## src/hw/rtl/rdl_pkg.sv

```systemverilog
`timescale 1ns / 1ps
// ----------------------------------------------------------------------------
// rdl_pkg
// shared types and constants of the reversible deque list engine
// ----------------------------------------------------------------------------
package rdl_pkg;

    localparam int VALUE_W       = 14;
    localparam int CHAR_W        = 8;
    localparam int DEFAULT_DEPTH = 64;

    localparam logic [VALUE_W-1:0] VALUE_MAX = 14'd9999;

    localparam logic [CHAR_W-1:0] CHAR_ZERO  = 8'd48;
    localparam logic [CHAR_W-1:0] CHAR_NINE  = 8'd57;
    localparam logic [CHAR_W-1:0] CHAR_R     = 8'h52;
    localparam logic [CHAR_W-1:0] CHAR_COMMA = 8'h2C;
    localparam logic [CHAR_W-1:0] CHAR_CLOSE = 8'h5D;

    localparam logic [3:0] DIGIT_BASE = 4'd10;

    typedef enum logic [1:0] {
        OP_CLEAR = 2'd0,
        OP_LIST  = 2'd1,
        OP_CMD   = 2'd2,
        OP_READ  = 2'd3
    } op_t;

    typedef struct packed {
        op_t               opcode;
        logic [CHAR_W-1:0] char_in;
    } item_t;

    typedef struct packed {
        logic               push;
        logic [VALUE_W-1:0] value;
    } push_t;

    typedef struct packed {
        logic               valid_res;
        logic [VALUE_W-1:0] value;
        logic               last;
        logic               error;
    } result_t;

endpackage

```

## src/hw/rtl/rdl_if.sv

```systemverilog
`timescale 1ns / 1ps
// ----------------------------------------------------------------------------
// rdl_in_if / rdl_out_if
// valid/ready channels for operation beats and result beats
// ----------------------------------------------------------------------------
interface rdl_in_if;
    import rdl_pkg::*;

    logic              valid;
    logic              ready;
    logic [1:0]        opcode;
    logic [CHAR_W-1:0] char_in;

    modport source (output valid, output opcode, output char_in, input ready);
    modport sink (input valid, input opcode, input char_in, output ready);
endinterface

interface rdl_out_if;
    import rdl_pkg::*;

    logic               valid;
    logic               ready;
    logic               valid_res;
    logic [VALUE_W-1:0] value;
    logic               last;
    logic               error;

    modport source (output valid, output valid_res, output value, output last,
                    output error, input ready);
    modport sink (input valid, input valid_res, input value, input last,
                  input error, output ready);
endinterface

```

## src/hw/rtl/rdl_parse.sv

```systemverilog
`timescale 1ns / 1ps
// ----------------------------------------------------------------------------
// rdl_parse
// decimal list parser: accumulates digits and, once digits are seen, raises a push on a separator
// ----------------------------------------------------------------------------
module rdl_parse (
    input  logic           clk,
    input  logic           rst_n,
    input  logic           accept,
    input  rdl_pkg::item_t item,
    output rdl_pkg::push_t push_req
);
    import rdl_pkg::*;

    localparam int PROD_W = VALUE_W + 3;

    logic [VALUE_W-1:0] acc_reg;
    logic [VALUE_W-1:0] acc_next;
    logic               seen_reg;
    logic               seen_next;
    logic               is_digit;
    logic               is_sep;
    logic [PROD_W-1:0]  acc_sum;

    assign is_digit = (item.char_in >= CHAR_ZERO) && (item.char_in <= CHAR_NINE);
    assign is_sep   = (item.char_in == CHAR_COMMA) || (item.char_in == CHAR_CLOSE);

    // acc*10 + digit, at most 99999, fits 17 bits
    assign acc_sum = PROD_W'(acc_reg) * PROD_W'(DIGIT_BASE)
                   + PROD_W'(item.char_in - CHAR_ZERO);

    always_comb
    begin
        acc_next  = acc_reg;
        seen_next = seen_reg;
        if (accept)
        begin
            // commands, reads and other list characters leave the parser alone
            if (item.opcode == OP_CLEAR)
            begin
                acc_next  = '0;
                seen_next = 1'b0;
            end
            else if (item.opcode == OP_LIST && is_digit)
            begin
                acc_next  = (acc_sum > PROD_W'(VALUE_MAX)) ? VALUE_MAX
                                                           : acc_sum[VALUE_W-1:0];
                seen_next = 1'b1;
            end
            else if (item.opcode == OP_LIST && is_sep)
            begin
                acc_next  = '0;
                seen_next = 1'b0;
            end
        end
    end

    assign push_req.push  = accept && (item.opcode == OP_LIST) && is_sep && seen_reg;
    assign push_req.value = acc_reg;

    always_ff @(posedge clk or negedge rst_n)
    begin
        if (!rst_n)
        begin
            acc_reg  <= '0;
            seen_reg <= 1'b0;
        end
        else
        begin
            acc_reg  <= acc_next;
            seen_reg <= seen_next;
        end
    end

endmodule

```

## src/hw/rtl/rdl_deque.sv

```systemverilog
`timescale 1ns / 1ps
// ----------------------------------------------------------------------------
// rdl_deque
// circular element store with head/count pointers, reverse and error flags
// ----------------------------------------------------------------------------
module rdl_deque #(
    parameter int DEPTH = rdl_pkg::DEFAULT_DEPTH
) (
    input  logic             clk,
    input  logic             rst_n,
    input  logic             accept,
    input  rdl_pkg::item_t   item,
    input  rdl_pkg::push_t   push_req,
    output rdl_pkg::result_t result
);
    import rdl_pkg::*;

    localparam int PTR_W = $clog2(DEPTH);
    localparam int CNT_W = $clog2(DEPTH + 1);
    localparam int SUM_W = CNT_W + 1;

    logic [VALUE_W-1:0] mem [DEPTH];

    logic [PTR_W-1:0]   head_reg;
    logic [PTR_W-1:0]   head_next;
    logic [CNT_W-1:0]   count_reg;
    logic [CNT_W-1:0]   count_next;
    logic               rev_reg;
    logic               rev_next;
    logic               err_reg;
    logic               err_next;
    logic               valid_res_reg;
    logic               valid_res_next;
    logic               last_reg;
    logic               last_next;
    logic [VALUE_W-1:0] rd_data_reg;

    logic [SUM_W-1:0]   tail_sum;
    logic [SUM_W-1:0]   tail_wrap;
    logic [SUM_W-1:0]   back_sum;
    logic [SUM_W-1:0]   back_wrap;
    logic [SUM_W-1:0]   inc_sum;
    logic [SUM_W-1:0]   inc_wrap;
    logic [PTR_W-1:0]   rd_addr;
    logic               empty;
    logic               full;
    logic               do_pop;
    logic               do_write;

    // physical back slot (next free) and last live slot, mod DEPTH
    assign tail_sum  = SUM_W'(head_reg) + SUM_W'(count_reg);
    assign tail_wrap = (tail_sum >= SUM_W'(DEPTH)) ? tail_sum - SUM_W'(DEPTH) : tail_sum;
    assign back_sum  = tail_sum - SUM_W'(1);
    assign back_wrap = (back_sum >= SUM_W'(DEPTH)) ? back_sum - SUM_W'(DEPTH) : back_sum;
    assign inc_sum   = SUM_W'(head_reg) + SUM_W'(1);
    assign inc_wrap  = (inc_sum >= SUM_W'(DEPTH)) ? inc_sum - SUM_W'(DEPTH) : inc_sum;

    // logical front sits at the physical back while reversed
    assign rd_addr = rev_reg ? back_wrap[PTR_W-1:0] : head_reg;
    assign empty   = (count_reg == '0);
    assign full    = (count_reg >= CNT_W'(DEPTH));

    always_comb
    begin
        head_next      = head_reg;
        count_next     = count_reg;
        rev_next       = rev_reg;
        err_next       = err_reg;
        valid_res_next = 1'b0;
        last_next      = 1'b0;
        do_pop         = 1'b0;
        do_write       = 1'b0;
        if (accept)
        begin
            unique case (item.opcode)
                OP_CLEAR:
                begin
                    head_next  = '0;
                    count_next = '0;
                    rev_next   = 1'b0;
                    err_next   = 1'b0;
                end
                OP_LIST:
                begin
                    if (push_req.push)
                    begin
                        if (full)
                        begin
                            err_next = 1'b1;
                        end
                        else
                        begin
                            do_write   = 1'b1;
                            count_next = count_reg + CNT_W'(1);
                        end
                    end
                end
                OP_CMD:
                begin
                    priority if (item.char_in == CHAR_R)
                    begin
                        rev_next = !rev_reg;
                    end
                    else if (empty)
                    begin
                        err_next = 1'b1;
                    end
                    else
                    begin
                        do_pop = 1'b1;
                    end
                end
                OP_READ:
                begin
                    priority if (err_reg)
                    begin
                        valid_res_next = 1'b0;
                    end
                    else if (empty)
                    begin
                        last_next = 1'b1;
                    end
                    else
                    begin
                        do_pop         = 1'b1;
                        valid_res_next = 1'b1;
                        last_next      = (count_reg == CNT_W'(1));
                    end
                end
            endcase
            if (do_pop)
            begin
                count_next = count_reg - CNT_W'(1);
                if (!rev_reg)
                begin
                    head_next = inc_wrap[PTR_W-1:0];
                end
            end
        end
    end

    always_ff @(posedge clk or negedge rst_n)
    begin
        if (!rst_n)
        begin
            head_reg      <= '0;
            count_reg     <= '0;
            rev_reg       <= 1'b0;
            err_reg       <= 1'b0;
            valid_res_reg <= 1'b0;
            last_reg      <= 1'b0;
        end
        else
        begin
            head_reg  <= head_next;
            count_reg <= count_next;
            rev_reg   <= rev_next;
            err_reg   <= err_next;
            if (accept)
            begin
                valid_res_reg <= valid_res_next;
                last_reg      <= last_next;
            end
        end
    end

    always_ff @(posedge clk)
    begin
        if (do_write)
        begin
            mem[tail_wrap[PTR_W-1:0]] <= push_req.value;
        end
        if (accept)
        begin
            rd_data_reg <= mem[rd_addr];
        end
    end

    assign result.valid_res = valid_res_reg;
    assign result.value     = valid_res_reg ? rd_data_reg : '0;
    assign result.last      = last_reg;
    assign result.error     = err_reg;

endmodule

```

## src/hw/rtl/reversible_deque_list_engine.sv

```systemverilog
`timescale 1ns / 1ps
// ----------------------------------------------------------------------------
// reversible_deque_list_engine
// bounded deque of decimal values fed from bracketed list text, with lazy
// reverse, front removal, reads and a sticky error flag
// ----------------------------------------------------------------------------
// One operation beat is taken per cycle and its result beat appears in the
// output register on the next cycle, so sustained throughput is one beat per
// clock while the sink does not stall. The element store is a single DEPTH-entry
// memory with one write and one registered read per cycle; its contents need
// no clearing after reset since only live entries are read. A result that the
// sink has not taken holds the input off until it is taken.
// ----------------------------------------------------------------------------
module reversible_deque_list_engine #(
    parameter int DEPTH = rdl_pkg::DEFAULT_DEPTH
) (
    input logic      clk,
    input logic      rst_n,
    rdl_in_if.sink   in_ch,
    rdl_out_if.source out_ch
);
    import rdl_pkg::*;

    logic    out_valid_reg;
    logic    out_valid_next;
    logic    accept;
    item_t   item;
    push_t   push_req;
    result_t result;

    assign in_ch.ready  = !out_valid_reg || out_ch.ready;
    assign accept       = in_ch.valid && in_ch.ready;
    assign item.opcode  = op_t'(in_ch.opcode);
    assign item.char_in = in_ch.char_in;

    rdl_parse u_parse (
        .clk      (clk),
        .rst_n    (rst_n),
        .accept   (accept),
        .item     (item),
        .push_req (push_req)
    );

    rdl_deque #(
        .DEPTH (DEPTH)
    ) u_deque (
        .clk      (clk),
        .rst_n    (rst_n),
        .accept   (accept),
        .item     (item),
        .push_req (push_req),
        .result   (result)
    );

    // result beat stays until taken
    always_comb
    begin
        out_valid_next = out_valid_reg;
        if (accept)
        begin
            out_valid_next = 1'b1;
        end
        else if (out_ch.ready)
        begin
            out_valid_next = 1'b0;
        end
    end

    always_ff @(posedge clk or negedge rst_n)
    begin
        if (!rst_n)
        begin
            out_valid_reg <= 1'b0;
        end
        else
        begin
            out_valid_reg <= out_valid_next;
        end
    end

    assign out_ch.valid     = out_valid_reg;
    assign out_ch.valid_res = result.valid_res;
    assign out_ch.value     = result.value;
    assign out_ch.last      = result.last;
    assign out_ch.error     = result.error;

    a_accept_gives_beat: assert property (
        @(posedge clk) disable iff (!rst_n)
        accept |=> out_ch.valid
    ) else $error("accepted beat did not produce a result");

    a_clear_result: assert property (
        @(posedge clk) disable iff (!rst_n)
        (accept && item.opcode == OP_CLEAR) |=>
            (!out_ch.error && !out_ch.valid_res && !out_ch.last)
    ) else $error("clear result not clean");

    a_pop_not_with_error: assert property (
        @(posedge clk) disable iff (!rst_n)
        (out_ch.valid && out_ch.valid_res) |-> !out_ch.error
    ) else $error("element given while error is set");

    a_value_range: assert property (
        @(posedge clk) disable iff (!rst_n)
        out_ch.valid |-> (out_ch.value <= VALUE_MAX)
    ) else $error("value beyond saturation limit");

endmodule

```

## src/flat_wrapper.sv

```systemverilog
// flat-port wrapper written by rule: the top's interface ports become plain ports
module reversible_deque_list_engine_flat import rdl_pkg::*;
#(
    parameter int DEPTH = rdl_pkg::DEFAULT_DEPTH
)
  (clk, rst_n, in_ch_valid, in_ch_opcode, in_ch_char_in, in_ch_ready, out_ch_valid, out_ch_valid_res, out_ch_value, out_ch_last, out_ch_error, out_ch_ready);
  rdl_in_if in_ch_i ();
  rdl_out_if out_ch_i ();
  input logic clk;
  input logic rst_n;
  input wire logic [$bits(in_ch_i.valid)-1:0] in_ch_valid;
  input wire logic [$bits(in_ch_i.opcode)-1:0] in_ch_opcode;
  input wire logic [$bits(in_ch_i.char_in)-1:0] in_ch_char_in;
  output wire logic [$bits(in_ch_i.ready)-1:0] in_ch_ready;
  output wire logic [$bits(out_ch_i.valid)-1:0] out_ch_valid;
  output wire logic [$bits(out_ch_i.valid_res)-1:0] out_ch_valid_res;
  output wire logic [$bits(out_ch_i.value)-1:0] out_ch_value;
  output wire logic [$bits(out_ch_i.last)-1:0] out_ch_last;
  output wire logic [$bits(out_ch_i.error)-1:0] out_ch_error;
  input wire logic [$bits(out_ch_i.ready)-1:0] out_ch_ready;
  assign in_ch_i.valid = in_ch_valid;
  assign in_ch_i.opcode = in_ch_opcode;
  assign in_ch_i.char_in = in_ch_char_in;
  assign in_ch_ready = in_ch_i.ready;
  assign out_ch_valid = out_ch_i.valid;
  assign out_ch_valid_res = out_ch_i.valid_res;
  assign out_ch_value = out_ch_i.value;
  assign out_ch_last = out_ch_i.last;
  assign out_ch_error = out_ch_i.error;
  assign out_ch_i.ready = out_ch_ready;
  reversible_deque_list_engine #(.DEPTH(DEPTH)) u_core (.clk(clk), .rst_n(rst_n), .in_ch(in_ch_i), .out_ch(out_ch_i));
endmodule
```

## config.mk

```make
export PLATFORM = sky130hd
export DESIGN_NAME = reversible_deque_list_engine_flat
export DESIGN_NICKNAME = d
export VERILOG_FILES = /design/src/hw/rtl/rdl_pkg.sv /design/src/hw/rtl/rdl_if.sv /design/src/hw/rtl/rdl_parse.sv /design/src/hw/rtl/rdl_deque.sv /design/src/hw/rtl/reversible_deque_list_engine.sv /design/src/flat_wrapper.sv
export SDC_FILE = /design/constraint.sdc
export NUM_CORES = 1
export LEC_CHECK = 0
export BUFFER_PORTS_ARGS = -buffer_cell sky130_fd_sc_hd__buf_2
export CAP_MARGIN = 10
export CORE_MARGIN = 4
export CORE_UTILIZATION = 60
export CTS_CLUSTER_SIZE = 20
export DETAILED_ROUTE_END_ITERATION = 10
export PLACE_DENSITY = 0.81
export SLEW_MARGIN = 25
export SYNTH_ARGS = -nofsm -noshare
export SYNTH_HDL_FRONTEND = slang
export SYNTH_SLANG_ARGS = --single-unit
```

## constraint.sdc

```tcl
create_clock -name clk -period 10.3 [get_ports clk]
set_clock_uncertainty 0.2 [all_clocks]
set_input_delay 2.06 -clock clk [delete_from_list [all_inputs] [get_ports clk]]
set_output_delay 2.06 -clock clk [all_outputs]
set_load 0.005 [all_outputs]
```

==> impl_metrics.env <==
export IMPL_antenna_found_initial=1
export IMPL_drc_errors=0
export IMPL_cp_arrival_ns=6.04
export IMPL_clockBufferDepth=3
export IMPL_hold_slack_ns=0.3087
export IMPL_placed_cells=2814
export IMPL_cts_sinks=943
export IMPL_grt_pass1_vias=20065
export IMPL_slew_violations=0
export IMPL_worstMarginPinSlew_ns=1.088
export IMPL_synthMuxAreaShare=0.1841
export IMPL_yosys_area_share_simple=0.03017
export IMPL_drtIter0Drc=2414
export IMPL_io_pins=33
export IMPL_gp_congestion=0.8817
export IMPL_holdBufCountCts=0
export IMPL_synth_top_area_cell="edfxtp_1"
export IMPL_stdcell_count=2979
export IMPL_dpl_instance_area_um2=40430
export IMPL_ys_types=76
export IMPL_grt_overflow_total=0
export IMPL_grt_pass1_wl_um=133100
export IMPL_port_buffers=32
export IMPL_die_h_um=263.6
export IMPL_via_count=20067
export IMPL_synth_area_leaders="edfxtp_1 (70%), mux4_2 (13%), mux2i_1 (5.5%)"
export IMPL_hold_viol_final=0
export IMPL_yosys_area_top_type_share=0.6973
export IMPL_yosysWarnings=0
export IMPL_design_area_um2=43490
export IMPL_rsz0062_at_grt="no"
export IMPL_finalWorstSetupSlack_ns=4.327
export IMPL_initial_utilization=0.6068
export IMPL_worstSkewPairLatency_ns=0.64
export IMPL_crit_required_ns=10.36
export IMPL_hold_depth=1
export IMPL_synth_top_family_by_area="multiplexers"
export IMPL_viasPerCell=6.736
export IMPL_syn_num_nets=2052
export IMPL_dp_slack_ns=3.718
export IMPL_cp_end_kind="flip-flop"
export IMPL_cp_max_fo=14
export IMPL_hold_path_class="flip-flop to flip-flop"
export IMPL_p_leak_nw=15.39
export IMPL_yosysSeqAreaShare=0.7184
export IMPL_num_rows=93
export IMPL_wl_per_cell_um=29.85
export IMPL_cap_violations=0
export IMPL_ys_seq_elements=943
export IMPL_p_per_area_nw_per_um2=309.3
export IMPL_syn_area_per_cell_um2=19.81
export IMPL_coreArea_um2=64580
export IMPL_drive_above_1_share=0.2412
export IMPL_ys_flop_type="edfxtp_1"
export IMPL_area_growth_pct=10.98
export IMPL_startpoint_type="input port"
export IMPL_die_area_um2=69470
export IMPL_cts_setup_buffers=0
export IMPL_grtUsageTotal=0.2578
export IMPL_r2r_slack_ns=4.33
export IMPL_ff2ff_path_depth=12
export IMPL_ir_drop_mv=0.3849
export IMPL_cts_buffers=90
export IMPL_synthesis_area_um2=39190
export IMPL_finalSetupViolCount=0
export IMPL_synth_compound_area_share=0.02800
export IMPL_cts_root_buf="clkbuf_16"
export IMPL_largest_reg_flops=896
export IMPL_die_w_um=263.6
export IMPL_syn_inst=1978
export IMPL_ant_nets=0
export IMPL_finalSetupTns_ns=0
export IMPL_synth_edf_count=910
export IMPL_synthXorXnorAreaFrac=0.006801
export IMPL_place_hpwl_um=50220
export IMPL_final_nets=2126
export IMPL_status="finished clean"
export IMPL_drt_pass1_iterations=5
export IMPL_grt_max_degree=114
export IMPL_post_route_period_util=0.5799
export IMPL_period_minus_slack_ns=5.973
export IMPL_tritoncts="done"
export IMPL_async_flop_share=0.03499
export IMPL_wl_um=88940
export IMPL_h_tree_depth=3
export IMPL_synthAdderAreaFrac=0.01973
export IMPL_cts_resized=0
export IMPL_fmax_mhz=167.4
export IMPL_fin_util=0.6734
export IMPL_path_clk_slew_ns=0.06
export IMPL_power_mw=13.45
export IMPL_max_slew_margin=0.2749
export IMPL_critPathKind="input port to flip-flop"
power breakdown:
group	switching [mW]	internal, mW	total [mW]
Combinational	3.25	2.49	5.74
Sequential	0.0841	4.28	4.36
Clock	1.40	1.95	3.35
cells in the mapped netlist (3+ instances only):
library cell and count:
o31ai_1 5, a32o_1 6, a2111oi_0 3, a211oi_1 3, or2_2 3, a221oi_1 3
and3_1 4, o211ai_1 7, or3_1 4, xor2_1 13, nor2b_1 5, o21a_1 3
nand3_1 25, buf_1 10, edfxtp_1 910, a22oi_1 7, inv_1 22, buf_4 10
o311ai_0 4, nor3_1 15, mux2i_1 214, a22o_1 5, dfrtp_1 33, nand2_1 49
fa_1 3, a21o_1 16, nor2_1 95, buf_2 42, clkbuf_1 19, nor4_1 7
o21ai_0 28, nand2b_1 8, xnor2_1 13, mux4_2 224, and2_1 18, a21oi_1 36
ha_1 57
final cells by class:
type / instances / area, µm²
diodes: 1 / 2.502
clock buffers: 104 / 2369
clock inverters: 59 / 611.8
fillers: 3908 / 21090
inverters: 23 / 86.33
multi-input cells: 929 / 10710
flip-flops and latches: 943 / 28170
well taps: 855 / 1070
repair buffers: 65 / 465.4
final timing paths:
path                                        startpoint                        endpoint
min in group asynchronous                        rst_n             u_core.out_ch.valid
max reg2reg                u_core.u_deque.count_reg[0]  u_core.u_deque.rd_data_reg[12]
max                                   in_ch_char_in[4]       u_core.u_deque.mem[47][3]
max in group asynchronous                        rst_n      u_core.u_parse.acc_reg[13]
min                            u_core.u_deque.last_reg         u_core.u_deque.last_reg
min reg2reg                    u_core.u_deque.last_reg         u_core.u_deque.last_reg
layout by cell type, fill, tap and decap left out, drive strengths merged, types with 5 or more instances in the layout:
cell type,netlist,layout
edfxtp,910,910
mux4,224,224
mux2i,214,214
clkbuf,19,104
nor2,95,95
buf,64,65
ha,57,57
nand2,51,51
clkinv,1,40
a21oi,36,36
dfrtp,33,33
o21ai,30,30
inv,22,26
nand3,25,25
and2,18,18
a21o,16,16
nor3,16,16
xnor2,14,14
xor2,13,13
bufinv,0,12
nand2b,8,8
o211ai,8,8
nor4,7,7
a22oi,7,7
a32o,6,6
nor2b,5,5
o31ai,5,5
a22o,5,5
o311ai,5,5
a211oi,5,5
per-layer routing:
metal / GRT usage / vias up / wire, µm
li1: - / 8309 / -
met1: 0.3865 / 10348 / 34940
met2: 0.3925 / 1253 / 41840
met3: 0.04907 / 155 / 9403
met4: 0.08411 / 2 / 2747
met5: 0 / - / 13
cell families (layout without fill, tap and decap cells):
logic type                 after synthesis  after routing
adders and majority gates               60             60
muxes                                  440            440
buffers and inverters                  106            251
DFF                                    943            943
other                                    0              1
AOI/OAI and AO/OA                      152            152
xor gates and xnor gates                28             28
and+or+nand+nor                        249            249
worst max-delay path, cell delays in order:
cell and delay (ns):
buf_2 0.13, inv_1 0.08, ha_1 0.15, or3b_4 0.39, a2111oi_4 0.45, nand2_2 0.18, nor4_1 0.61, nand3_1 0.88
nor2_1 1.09
No activity file was read; power rests on OpenSTA's default activity.
